File: src/hdl/fftrim_pkg.sv
`default_nettype none

package fftrim_pkg;

   // Geometry of the vector unit and the memory system.
   localparam int VLEN_BYTES = 16;
   localparam int PAGE_BYTES = 4096;
   localparam int MAX_MICRO  = 8;

   // Largest vector length the block reports.
   localparam int LEN_CAP = 128;

   // Field widths of the transfer on both channels.
   localparam int NUM_LANES = 8;
   localparam int COUNT_W   = 5;
   localparam int MICRO_W   = 4;
   localparam int OFF_W     = 12;
   localparam int LEN_W     = 8;
   localparam int WCODE_W   = 3;

   // Width codes below this one name an element size; the rest mean no trim.
   localparam logic [WCODE_W-1:0] WCODE_LIMIT = WCODE_W'(4);

   // Derived widths.
   localparam int PAGE_W  = $clog2(PAGE_BYTES);
   localparam int VLEN_W  = $clog2(VLEN_BYTES);
   localparam int FULL_W  = VLEN_W + 1;
   localparam int SUM_W   = COUNT_W + $clog2(NUM_LANES);
   localparam int TOT_W   = (SUM_W > LEN_W) ? SUM_W : LEN_W;
   localparam int FULLC_W = (COUNT_W > FULL_W) ? COUNT_W : FULL_W;
   localparam int FITC_W  = (COUNT_W > VLEN_W) ? COUNT_W : VLEN_W;
   localparam int SHIFT_W = 2;

   typedef logic [COUNT_W-1:0]                  count_type;
   typedef count_type [NUM_LANES-1:0]           count_vec_type;
   typedef logic [VLEN_W-1:0]                   room_type;
   typedef room_type [NUM_LANES-1:0]            room_vec_type;

   // Result of the first stage: the sum and the per-lane boundary candidates.
   typedef struct packed {
      logic [TOT_W-1:0]    total;
      logic [LEN_W-1:0]    req_cap;
      logic                width_ok;
      logic [SHIFT_W-1:0]  shift;
      logic [NUM_LANES-1:0] hit;
      count_vec_type       prev;
      room_vec_type        room;
   } front_type;

   // Result of the second stage: the selected trim and whether it applies.
   typedef struct packed {
      logic [TOT_W-1:0]    total;
      logic                trim_en;
      count_type           amount;
   } pick_type;

endpackage

`default_nettype wire

File: src/hdl/fault_first_vl_trim_core.sv
`default_nettype none

// Final vector length after a fault-only-first load split into micro-ops.
// Each request transfer carries the per-micro-op element counts, the number
// of micro-ops in use, the page offset of the base address, the requested
// length and the element width code; each response transfer carries the
// trimmed length. The block has no state between items. It is a three-stage
// pipeline (sum and boundary flags, priority pick, trim and cap). A request
// passes the front, pick and finish registers in turn; the finish register
// drives the response. One request can be taken in every cycle while the
// response side does not stall. A stall on the response side holds every
// stage with no free slot behind it, and the request stall follows it in the same cycle.
module fault_first_vl_trim_core
   import fftrim_pkg::*;
(
   input  wire logic                clock,
   input  wire logic                reset,
   input  wire logic                req_valid,
   output logic                     req_stall,
   input  wire logic [COUNT_W-1:0]  req_count_0,
   input  wire logic [COUNT_W-1:0]  req_count_1,
   input  wire logic [COUNT_W-1:0]  req_count_2,
   input  wire logic [COUNT_W-1:0]  req_count_3,
   input  wire logic [COUNT_W-1:0]  req_count_4,
   input  wire logic [COUNT_W-1:0]  req_count_5,
   input  wire logic [COUNT_W-1:0]  req_count_6,
   input  wire logic [COUNT_W-1:0]  req_count_7,
   input  wire logic [MICRO_W-1:0]  req_micro_count,
   input  wire logic [OFF_W-1:0]    req_base_offset,
   input  wire logic [LEN_W-1:0]    req_requested_len,
   input  wire logic [WCODE_W-1:0]  req_width_code,
   output logic                     rsp_valid,
   input  wire logic                rsp_stall,
   output logic [LEN_W-1:0]         rsp_new_len
);

   count_vec_type  counts;
   logic           front_valid;
   front_type      front_data;
   logic           pick_valid;
   pick_type       pick_data;
   logic           front_load;
   logic           pick_load;
   logic           finish_load;

   assign counts = {req_count_7, req_count_6, req_count_5, req_count_4,
                    req_count_3, req_count_2, req_count_1, req_count_0};

   // A stage loads when it is empty or its content moves on this cycle.
   assign finish_load = !rsp_valid || !rsp_stall;
   assign pick_load   = !pick_valid || finish_load;
   assign front_load  = !front_valid || pick_load;
   assign req_stall   = !front_load;

   fftrim_front u_front (
      .clock            (clock),
      .reset            (reset),
      .load             (front_load),
      .in_valid         (req_valid),
      .in_count         (counts),
      .in_micro_count   (req_micro_count),
      .in_base_offset   (req_base_offset),
      .in_requested_len (req_requested_len),
      .in_width_code    (req_width_code),
      .out_valid        (front_valid),
      .out_data         (front_data)
   );

   fftrim_pick u_pick (
      .clock     (clock),
      .reset     (reset),
      .load      (pick_load),
      .in_valid  (front_valid),
      .in_data   (front_data),
      .out_valid (pick_valid),
      .out_data  (pick_data)
   );

   fftrim_finish u_finish (
      .clock       (clock),
      .reset       (reset),
      .load        (finish_load),
      .in_valid    (pick_valid),
      .in_data     (pick_data),
      .out_valid   (rsp_valid),
      .out_new_len (rsp_new_len)
   );

endmodule

`default_nettype wire

File: src/hdl/fftrim_front.sv
`default_nettype none

module fftrim_front
   import fftrim_pkg::*;
(
   input  wire logic                clock,
   input  wire logic                reset,
   input  wire logic                load,
   input  wire logic                in_valid,
   input  wire count_vec_type       in_count,
   input  wire logic [MICRO_W-1:0]  in_micro_count,
   input  wire logic [OFF_W-1:0]    in_base_offset,
   input  wire logic [LEN_W-1:0]    in_requested_len,
   input  wire logic [WCODE_W-1:0]  in_width_code,
   output logic                     out_valid,
   output front_type                out_data
);

   logic                 valid_ff;
   front_type            data_ff;
   front_type            data_in;
   logic [MICRO_W-1:0]   used;
   logic [FULL_W-1:0]    full;
   logic [PAGE_W-1:0]    addr [NUM_LANES];
   logic [PAGE_W:0]      room [NUM_LANES];

   // Clamp the controls, sum the counts in use and flag every lane that
   // is empty behind a full predecessor whose range runs past a page end.
   always_comb begin
      used = (in_micro_count > MICRO_W'(MAX_MICRO)) ? MICRO_W'(MAX_MICRO) : in_micro_count;
      full = FULL_W'(VLEN_BYTES) >> in_width_code[SHIFT_W-1:0];

      data_in.req_cap  = (in_requested_len > LEN_W'(LEN_CAP)) ?
                         LEN_W'(LEN_CAP) : in_requested_len;
      data_in.width_ok = in_width_code < WCODE_LIMIT;
      data_in.shift    = in_width_code[SHIFT_W-1:0];

      data_in.total = '0;
      for (int i = 0; i < NUM_LANES; i++) begin
         if (MICRO_W'(i) < used) begin
            data_in.total = data_in.total + TOT_W'(in_count[i]);
         end
      end

      addr[0]         = '0;
      room[0]         = '0;
      data_in.hit[0]  = 1'b0;
      data_in.prev[0] = '0;
      data_in.room[0] = '0;
      for (int i = 1; i < NUM_LANES; i++) begin
         addr[i] = PAGE_W'(in_base_offset) + PAGE_W'((i - 1) * VLEN_BYTES);
         room[i] = (PAGE_W + 1)'(PAGE_BYTES) - {1'b0, addr[i]};
         data_in.hit[i] = (MICRO_W'(i) < used) &&
                          (in_count[i] == '0) &&
                          (FULLC_W'(in_count[i-1]) == FULLC_W'(full)) &&
                          (room[i] < (PAGE_W + 1)'(VLEN_BYTES));
         data_in.prev[i] = in_count[i-1];
         data_in.room[i] = room[i][VLEN_W-1:0];
      end
   end

   // Stage register; it moves only when the next stage can take it.
   always_ff @(posedge clock) begin
      if (reset) begin
         valid_ff <= 1'b0;
      end else if (load) begin
         valid_ff <= in_valid;
      end
      if (load) begin
         data_ff <= data_in;
      end
   end

   assign out_valid = valid_ff;
   assign out_data  = data_ff;

endmodule

`default_nettype wire

File: src/hdl/fftrim_pick.sv
`default_nettype none

module fftrim_pick
   import fftrim_pkg::*;
(
   input  wire logic       clock,
   input  wire logic       reset,
   input  wire logic       load,
   input  wire logic       in_valid,
   input  wire front_type  in_data,
   output logic            out_valid,
   output pick_type        out_data
);

   logic             valid_ff;
   pick_type         data_ff;
   pick_type         data_in;
   logic             found;
   count_type        sel_prev;
   room_type         sel_room;
   room_type         fit;
   logic             trim_ok;
   logic             below;

   // Take the lowest flagged lane and work out how many of its
   // predecessor's elements lie past the page boundary.
   always_comb begin
      found    = 1'b0;
      sel_prev = '0;
      sel_room = '0;
      for (int i = NUM_LANES - 1; i >= 1; i--) begin
         if (in_data.hit[i]) begin
            found    = 1'b1;
            sel_prev = in_data.prev[i];
            sel_room = in_data.room[i];
         end
      end

      fit     = sel_room >> in_data.shift;
      trim_ok = (fit != '0) && (FITC_W'(fit) < FITC_W'(sel_prev));
      below   = in_data.total < TOT_W'(in_data.req_cap);

      data_in.total   = in_data.total;
      data_in.trim_en = in_data.width_ok && below && found && trim_ok;
      data_in.amount  = sel_prev - COUNT_W'(fit);
   end

   // Stage register; it moves only when the next stage can take it.
   always_ff @(posedge clock) begin
      if (reset) begin
         valid_ff <= 1'b0;
      end else if (load) begin
         valid_ff <= in_valid;
      end
      if (load) begin
         data_ff <= data_in;
      end
   end

   assign out_valid = valid_ff;
   assign out_data  = data_ff;

endmodule

`default_nettype wire

File: src/hdl/fftrim_finish.sv
`default_nettype none

module fftrim_finish
   import fftrim_pkg::*;
(
   input  wire logic              clock,
   input  wire logic              reset,
   input  wire logic              load,
   input  wire logic              in_valid,
   input  wire pick_type          in_data,
   output logic                   out_valid,
   output logic [LEN_W-1:0]       out_new_len
);

   logic               valid_ff;
   logic [LEN_W-1:0]   len_ff;
   logic [LEN_W-1:0]   len_in;
   logic [TOT_W-1:0]   trimmed;

   // Remove the elements past the boundary and cap the length.
   always_comb begin
      trimmed = in_data.total;
      if (in_data.trim_en && (in_data.total >= TOT_W'(in_data.amount))) begin
         trimmed = in_data.total - TOT_W'(in_data.amount);
      end
      len_in = (trimmed > TOT_W'(LEN_CAP)) ? LEN_W'(LEN_CAP) : trimmed[LEN_W-1:0];
   end

   // Output register; it holds while the receiver stalls.
   always_ff @(posedge clock) begin
      if (reset) begin
         valid_ff <= 1'b0;
      end else if (load) begin
         valid_ff <= in_valid;
      end
      if (load) begin
         len_ff <= len_in;
      end
   end

   assign out_valid   = valid_ff;
   assign out_new_len = len_ff;

endmodule

`default_nettype wire
File: config.mk
export PLATFORM = sky130hd
export DESIGN_NAME = fault_first_vl_trim_core
export DESIGN_NICKNAME = d
export VERILOG_FILES = /design/src/hdl/fftrim_pkg.sv /design/src/hdl/fault_first_vl_trim_core.sv /design/src/hdl/fftrim_front.sv /design/src/hdl/fftrim_pick.sv /design/src/hdl/fftrim_finish.sv
export SDC_FILE = /design/constraint.sdc
export NUM_CORES = 1
export LEC_CHECK = 0
export BUFFER_PORTS_ARGS = -buffer_cell sky130_fd_sc_hd__buf_4
export CORE_UTILIZATION = 50
export DETAILED_ROUTE_END_ITERATION = 16
export GPL_TIMING_DRIVEN = 0
export PLACE_DENSITY = 0.79
export SLEW_MARGIN = 10
export SYNTH_ARGS = -nofsm -noshare
export SYNTH_HDL_FRONTEND = slang
export SYNTH_SLANG_ARGS = --single-unit
File: constraint.sdc
create_clock -name clock -period 11.1 [get_ports clock]
set_clock_uncertainty 0.05 [all_clocks]
set_input_delay 1.11 -clock clock [delete_from_list [all_inputs] [get_ports clock]]
set_output_delay 1.11 -clock clock [all_outputs]
set_load 0.01 [all_outputs]
Word level (Yosys, flattened, before mapping)
Cells that the tools add are included.
Widths: inputs -> output; s select.
{"block": "classes", "reduce_logical": 42, "n_shift": 2, "eq_ne": 7, "magnitude_cmp": 22, "mux": 31, "addsub": 22}
{"op": "$lt 13x5->1 const B", "n": 7}
{"op": "$sub 13x12->13 const A", "n": 7}
{"op": "$mux 8", "n": 8}
{"op": "$add 8x5->8", "n": 6}
{"op": "$mux 5", "n": 8}
{"op": "$add 12x7->12 const B", "n": 3}
{"op": "$eq 5x5->1", "n": 7}
{"op": "$logic_not 5->1", "n": 7}
{"op": "$mux 4", "n": 8}
{"op": "$logic_and 1x1->1", "n": 26}
{"op": "$add 12x6->12 const B", "n": 2}
{"op": "$gt 8x8->1 const B", "n": 2}
{"op": "$lt 3x4->1 const A", "n": 4}
{"op": "$add 12x5->12 const B", "n": 1}
{"op": "$ge 8x5->1", "n": 1}
{"op": "$lt 1x4->1 const A", "n": 2}
{"op": "$lt 2x4->1 const A", "n": 2}
{"op": "$lt 8x8->1", "n": 1}
{"op": "$sub 8x5->8", "n": 1}
{"op": "$mux 1", "n": 7}
{"op": "$add 5x5->6", "n": 1}
{"op": "$logic_not 1->1", "n": 5}
{"op": "$lt 4x5->1", "n": 1}
{"op": "$shr 5x2->5 const A", "n": 1}
{"op": "6 further kinds", "n": 8}
{"block": "totals", "reg_bits": 114}

Longest topological paths before layout
{"block": "logic_depth", "depth_word": 18, "ltp_mapped": 44}

Modules after synthesis
From an unflattened synthesis, not the netlist that was laid out.
{"block": "hier_totals", "cells_unflattened": 906, "area_unflattened_um2": 8338.0}
{"module": "fftrim_front", "n_inst": 1, "cells_per_inst": 654, "seq_area_each_um2": 1971.9, "area_each_um2": 6029.5}
{"module": "fftrim_pick", "n_inst": 1, "cells_per_inst": 167, "seq_area_each_um2": 440.4, "area_each_um2": 1492.7}
{"module": "fftrim_finish", "n_inst": 1, "cells_per_inst": 81, "seq_area_each_um2": 260.2, "area_each_um2": 792.0}
{"module": "fault_first_vl_trim_core", "n_inst": 1, "cells_per_inst": 4, "seq_area_each_um2": 0.0, "area_each_um2": 23.8}

Worst setup path before layout
Ideal clock, no wire load.
{"block": "synth_path", "kind": "input to register", "start": "input req_micro_count[0]", "end": "register u_front.data_ff (netlist bit u_front.out_data[98]) (data pin)", "arrival_ns": 8.249, "cell_stages": 44, "t_required_ns": 10.787, "path_slack_ns": 2.538, "n_path_buf": 1, "setup_time_ns": 0.263, "cell_sequence": "buf_6 > or4_4 > and2_1 > ha_1 > ha_1 > a31oi_4 > o21bai_2 > a21oi_2 > xor2_1 > o21ai_0 > ha_1 > o21a_1 > o31a_1 > a21oi_1 > a21o_1 > a22oi_1 > o21ai_1 > ha_1 > [8 not listed] > ha_1 > a21boi_0 > a21oi_1 > nand2_1 > o21ai_0 > ha_1 > inv_1 > and3_1 > nor3_1 > a211oi_1 > a21oi_2 > ha_1 > o21a_1 > o211ai_1 > nor3_2 > xnor2_1 > mux2i_1 > xor2_1"}
{"item": "start: declaration", "line_no": "fault_first_vl_trim_core.sv:28", "rtl": "input wire logic [MICRO_W-1:0] req_micro_count,"}
{"item": "end signal: assignment", "line_no": "fftrim_front.sv:70", "rtl": "data_ff <= data_in;"}
{"item": "end: declaration", "line_no": "fftrim_front.sv:20", "rtl": "front_type data_ff;"}

==> key figures <==
Placed design
  • Dpl ws: 1.60 ns
  • Placer Congestion: 0.980
  • DP HPWL: 15.6 mm
  • Placed cell areas: 0.00854 mm2
  • I/O Buffers: 77

Timing
  • Setup_tns: 0 ns
  • Worst hold margin: 0.403 ns
  • Final worst slack: 1.85 ns
  • Final Hold Viols: 0
  • Max-slew violations: 0
  • Min Tclk post-route: 9.25 ns
  • Fmax: 108 MHz
  • Final period utilization: 83.3%
  • Tightest Pin Transition: 0.806 ns
  • RSZ-0062 raised after global routing: false
  • Rel. slew slack: 46.3%
  • Final setup vio count: 0

Synthesis
  • Synthesized net count: 980
  • Netlist Area Pre-Place: 0.00771 mm2
  • Yosys cell types: 80
  • Ys Warns: 0
  • Seq/Total Area, Yosys: 34.6%
  • Synthesized area per cell: 9.27 um2
  • Synth Register Bits: 90
  • Gate Count Post-Synth: 832
  • EDFF count, synth: 87
  • Synth Flop Type: edfxtp_1
  • Asr flop ratio synth: 0%

Clock tree
  • Post-CTS setup buffers: 0
  • Clock sinks: 90
  • CTS tree: done
  • H-Tree Depth: 3
  • CTS Buffer Depth: 2
  • CTS Buf Count: 9
  • Worst-Skew Late Latency: 0.34 ns
  • Hold buffer count at cts: 0
  • Clock transition at path regs: 0.07 ns
  • Cts repair resizes: 0
  • Root Driver: clkbuf_16

Setup path
  • Top cell family by delay on the critical path: compound AO/OA/AOI/OAI gates
  • Crit path buf inv count: 3
  • Data arrival time of the critical path: 9.34 ns
  • Critical Path RT: 11.19 ns
  • CP max-delay cell: or4_4
  • Critical path's most frequent cell: ha_1
  • Setup CP Type: in2reg
  • Startpoint Class: input pin
  • CP max FO: 8
  • Crit end category: flop
  • Crit path largest cell delay: 0.58 ns

Global route
  • First-pass GRT wire length: 31.1 mm
  • Vias in the first global route: 6266
  • GRT Total Usage: 25.1%
  • Largest net degree at the start of global routing: 67
  • GR Overflow Total: 0
  • Initial antenna violation count: 0

Die
  • I/O Pins: 81
  • Chip height: 126 um
  • Row count: 45
  • Initial Util: 50.9%
  • Core ar.: 0.0151 mm2
  • DIE WIDTH: 126 um
  • Die ar.: 0.0159 mm2

Power and ir drop
  • Comb pwr share: 52.0%
  • Reg power frac: 29.8%
  • Int Pwr: 984 uW
  • Pwr Density: 182 mW/mm2
  • Clock power frac: 18.2%
  • Switch Pwr: 620 uW
  • Worst IR Drop VDD: 0.186 mV
  • Net Sw Frac: 38.6%
  • P_leak: 0.00359 uW

Cells and area
  • Inserted Diodes: 0
  • Share of cells above drive strength 1: 14.6%
  • Nets@finish: 1068
  • Fillers: 1333
  • Area grow syn2layout: 14.5%
  • Final core occ: 58.3%
  • Final instance area: 0.00883 mm2

Routing
  • WL per Instance: 17.3 um
  • Via count: 6554
  • # DRC: 0
  • Avg Vias per Cell: 5.89
  • Final ANT Viol Nets: 0
  • Initial DRT Pass Iterations: 6
  • Drt initial violations: 550
  • Final wirelength: 19.3 mm

Hold path
  • Hold Path Class: reg2reg

Status
  • Status: finished, final reports clean

Job
  • Maxcap violations: 0
logic make-up after synthesis:
logic type	after synthesis	share of synthesized area, %
AOI/OAI and AO/OA	233	20.0
muxes	26	3.76
and+or+nand+nor	265	17.2
DFF	90	34.6
xor gates and xnor gates	57	6.75
buffers and inverters	84	4.36
adders and majority gates	77	13.3
layout make-up:
class / count / area [um2] / share of cell area (%)
buffer: 27 / 123 / 1.39
clock buffer: 9 / 225 / 2.55
clock inverter: 7 / 72.6 / 0.822
inverter: 57 / 214 / 2.42
multi-input combinational: 658 / 4710 / 53.4
sequential: 90 / 2670 / 30.3
tap: 188 / 235 / 2.66
timing repair buffer: 77 / 578 / 6.54
metrics by stage:
stage                     total power (uW)  std cells
after floorplan                       1100        832
after global placement                1280       1097
after detailed placement              1310       1097
after CTS                             1600       1113
after global routing                  1730       1113
final                                 1600       1113
power groups by stage:
stage,sequential (uW),combinational [uW],clock (uW)
floorplan,482,615,0
global placement,483,800,0
detailed placement,486,820,0
CTS,479,830,295
global route,483,939,308
finish,478,835,292
worst reg2reg max path, stage by stage (launching register included):
cell	delay [ns]
edfxtp_1	0.39
inv_1	0.07
ha_1	0.13
inv_1	0.06
fa_1	0.39
a21o_1	0.20
a21oi_1	0.21
o21ai_0	0.14
o41a_1	0.37
clkbuf_1	0.25
o211ai_1	0.23
nor3_1	0.09
xor2_1	0.47
a211oi_1	0.12
flip-flops by register name, summed over array words and instances (netlist names):
signal and cells:
u_pick.out_data 14, u_front.out_valid 1, u_finish.out_valid 1, u_front.out_data 65, u_pick.out_valid 1, u_finish.out_new_len 8
cells in the final DEF, fill, tap and decap left out, types with 6 or more instances in the layout:
cell	Yosys	final
edfxtp_1	87	87
buf_4	3	80
nor2_1	75	75
ha_1	69	69
o21ai_0	61	61
inv_1	57	57
nand2_1	58	57
a21oi_1	53	53
xnor2_1	31	31
nor2b_1	25	25
xor2_1	24	24
nor3_1	22	22
clkbuf_1	19	19
a21o_1	19	19
nand3_1	16	16
nor4_1	14	14
mux2i_1	14	14
a211oi_1	14	14
o211ai_1	12	12
and3_1	10	10
mux2_2	10	10
o21a_1	10	10
clkbuf_16	0	9
nand2b_1	8	8
fa_1	8	8
nand4_1	7	7
a31oi_1	6	6
cells in the mapped netlist, types with 3 or more instances:
cell type / number / share of area, %
and3_1: 10 / 0.81
a2111oi_0: 3 / 0.34
o31a_1: 3 / 0.34
a21oi_1: 53 / 3.4
o211ai_1: 12 / 1.2
o21ai_1: 5 / 0.32
inv_1: 57 / 2.8
nor3_1: 22 / 1.4
nor2b_1: 25 / 2.0
ha_1: 69 / 11
o21ai_0: 61 / 4.0
o21a_1: 10 / 0.97
mux2_2: 10 / 1.5
dfxtp_1: 3 / 0.78
edfxtp_1: 87 / 34
nor2_1: 75 / 3.6
xor2_1: 24 / 2.7
nor4_1: 14 / 1.1
a21oi_2: 4 / 0.45
or3_1: 3 / 0.24
xnor2_1: 31 / 3.5
mux2i_1: 14 / 1.8
nand3_1: 16 / 1.0
o31ai_1: 3 / 0.29
buf_4: 3 / 0.29
or2_2: 3 / 0.24
a211oi_1: 14 / 1.4
nor3b_1: 4 / 0.39
nand4_1: 7 / 0.57
nand2_1: 58 / 2.8
o22ai_1: 3 / 0.24
nand3b_1: 3 / 0.29
a21o_1: 19 / 1.8
and2_1: 4 / 0.32
a22oi_1: 5 / 0.49
nand2b_1: 8 / 0.65
clkbuf_1: 19 / 0.92
a221oi_1: 3 / 0.34
fa_1: 8 / 2.1
o2111ai_1: 3 / 0.34
a31oi_1: 6 / 0.49
layer usage:
layer / global-route usage [%] / routed length (um)
met3: 3.48 / 1300
met2: 43.5 / 9220
met1: 31.9 / 8220
met5: 0 / 0
met4: 8.93 / 538
worst paths after layout:
check,startpoint,end,slack (ns),cells after the start
worst max-delay path,req_micro_count[0],u_front.out_data[98],1.85,44
worst min-delay path,u_front.out_data[98],u_pick.out_data[13],0.40,0
worst max register to register,u_pick.out_data[6],u_finish.out_new_len[0],7.66,13
worst min register to register,u_front.out_data[98],u_pick.out_data[13],0.40,0
No activity file was read; power rests on OpenSTA's default activity.
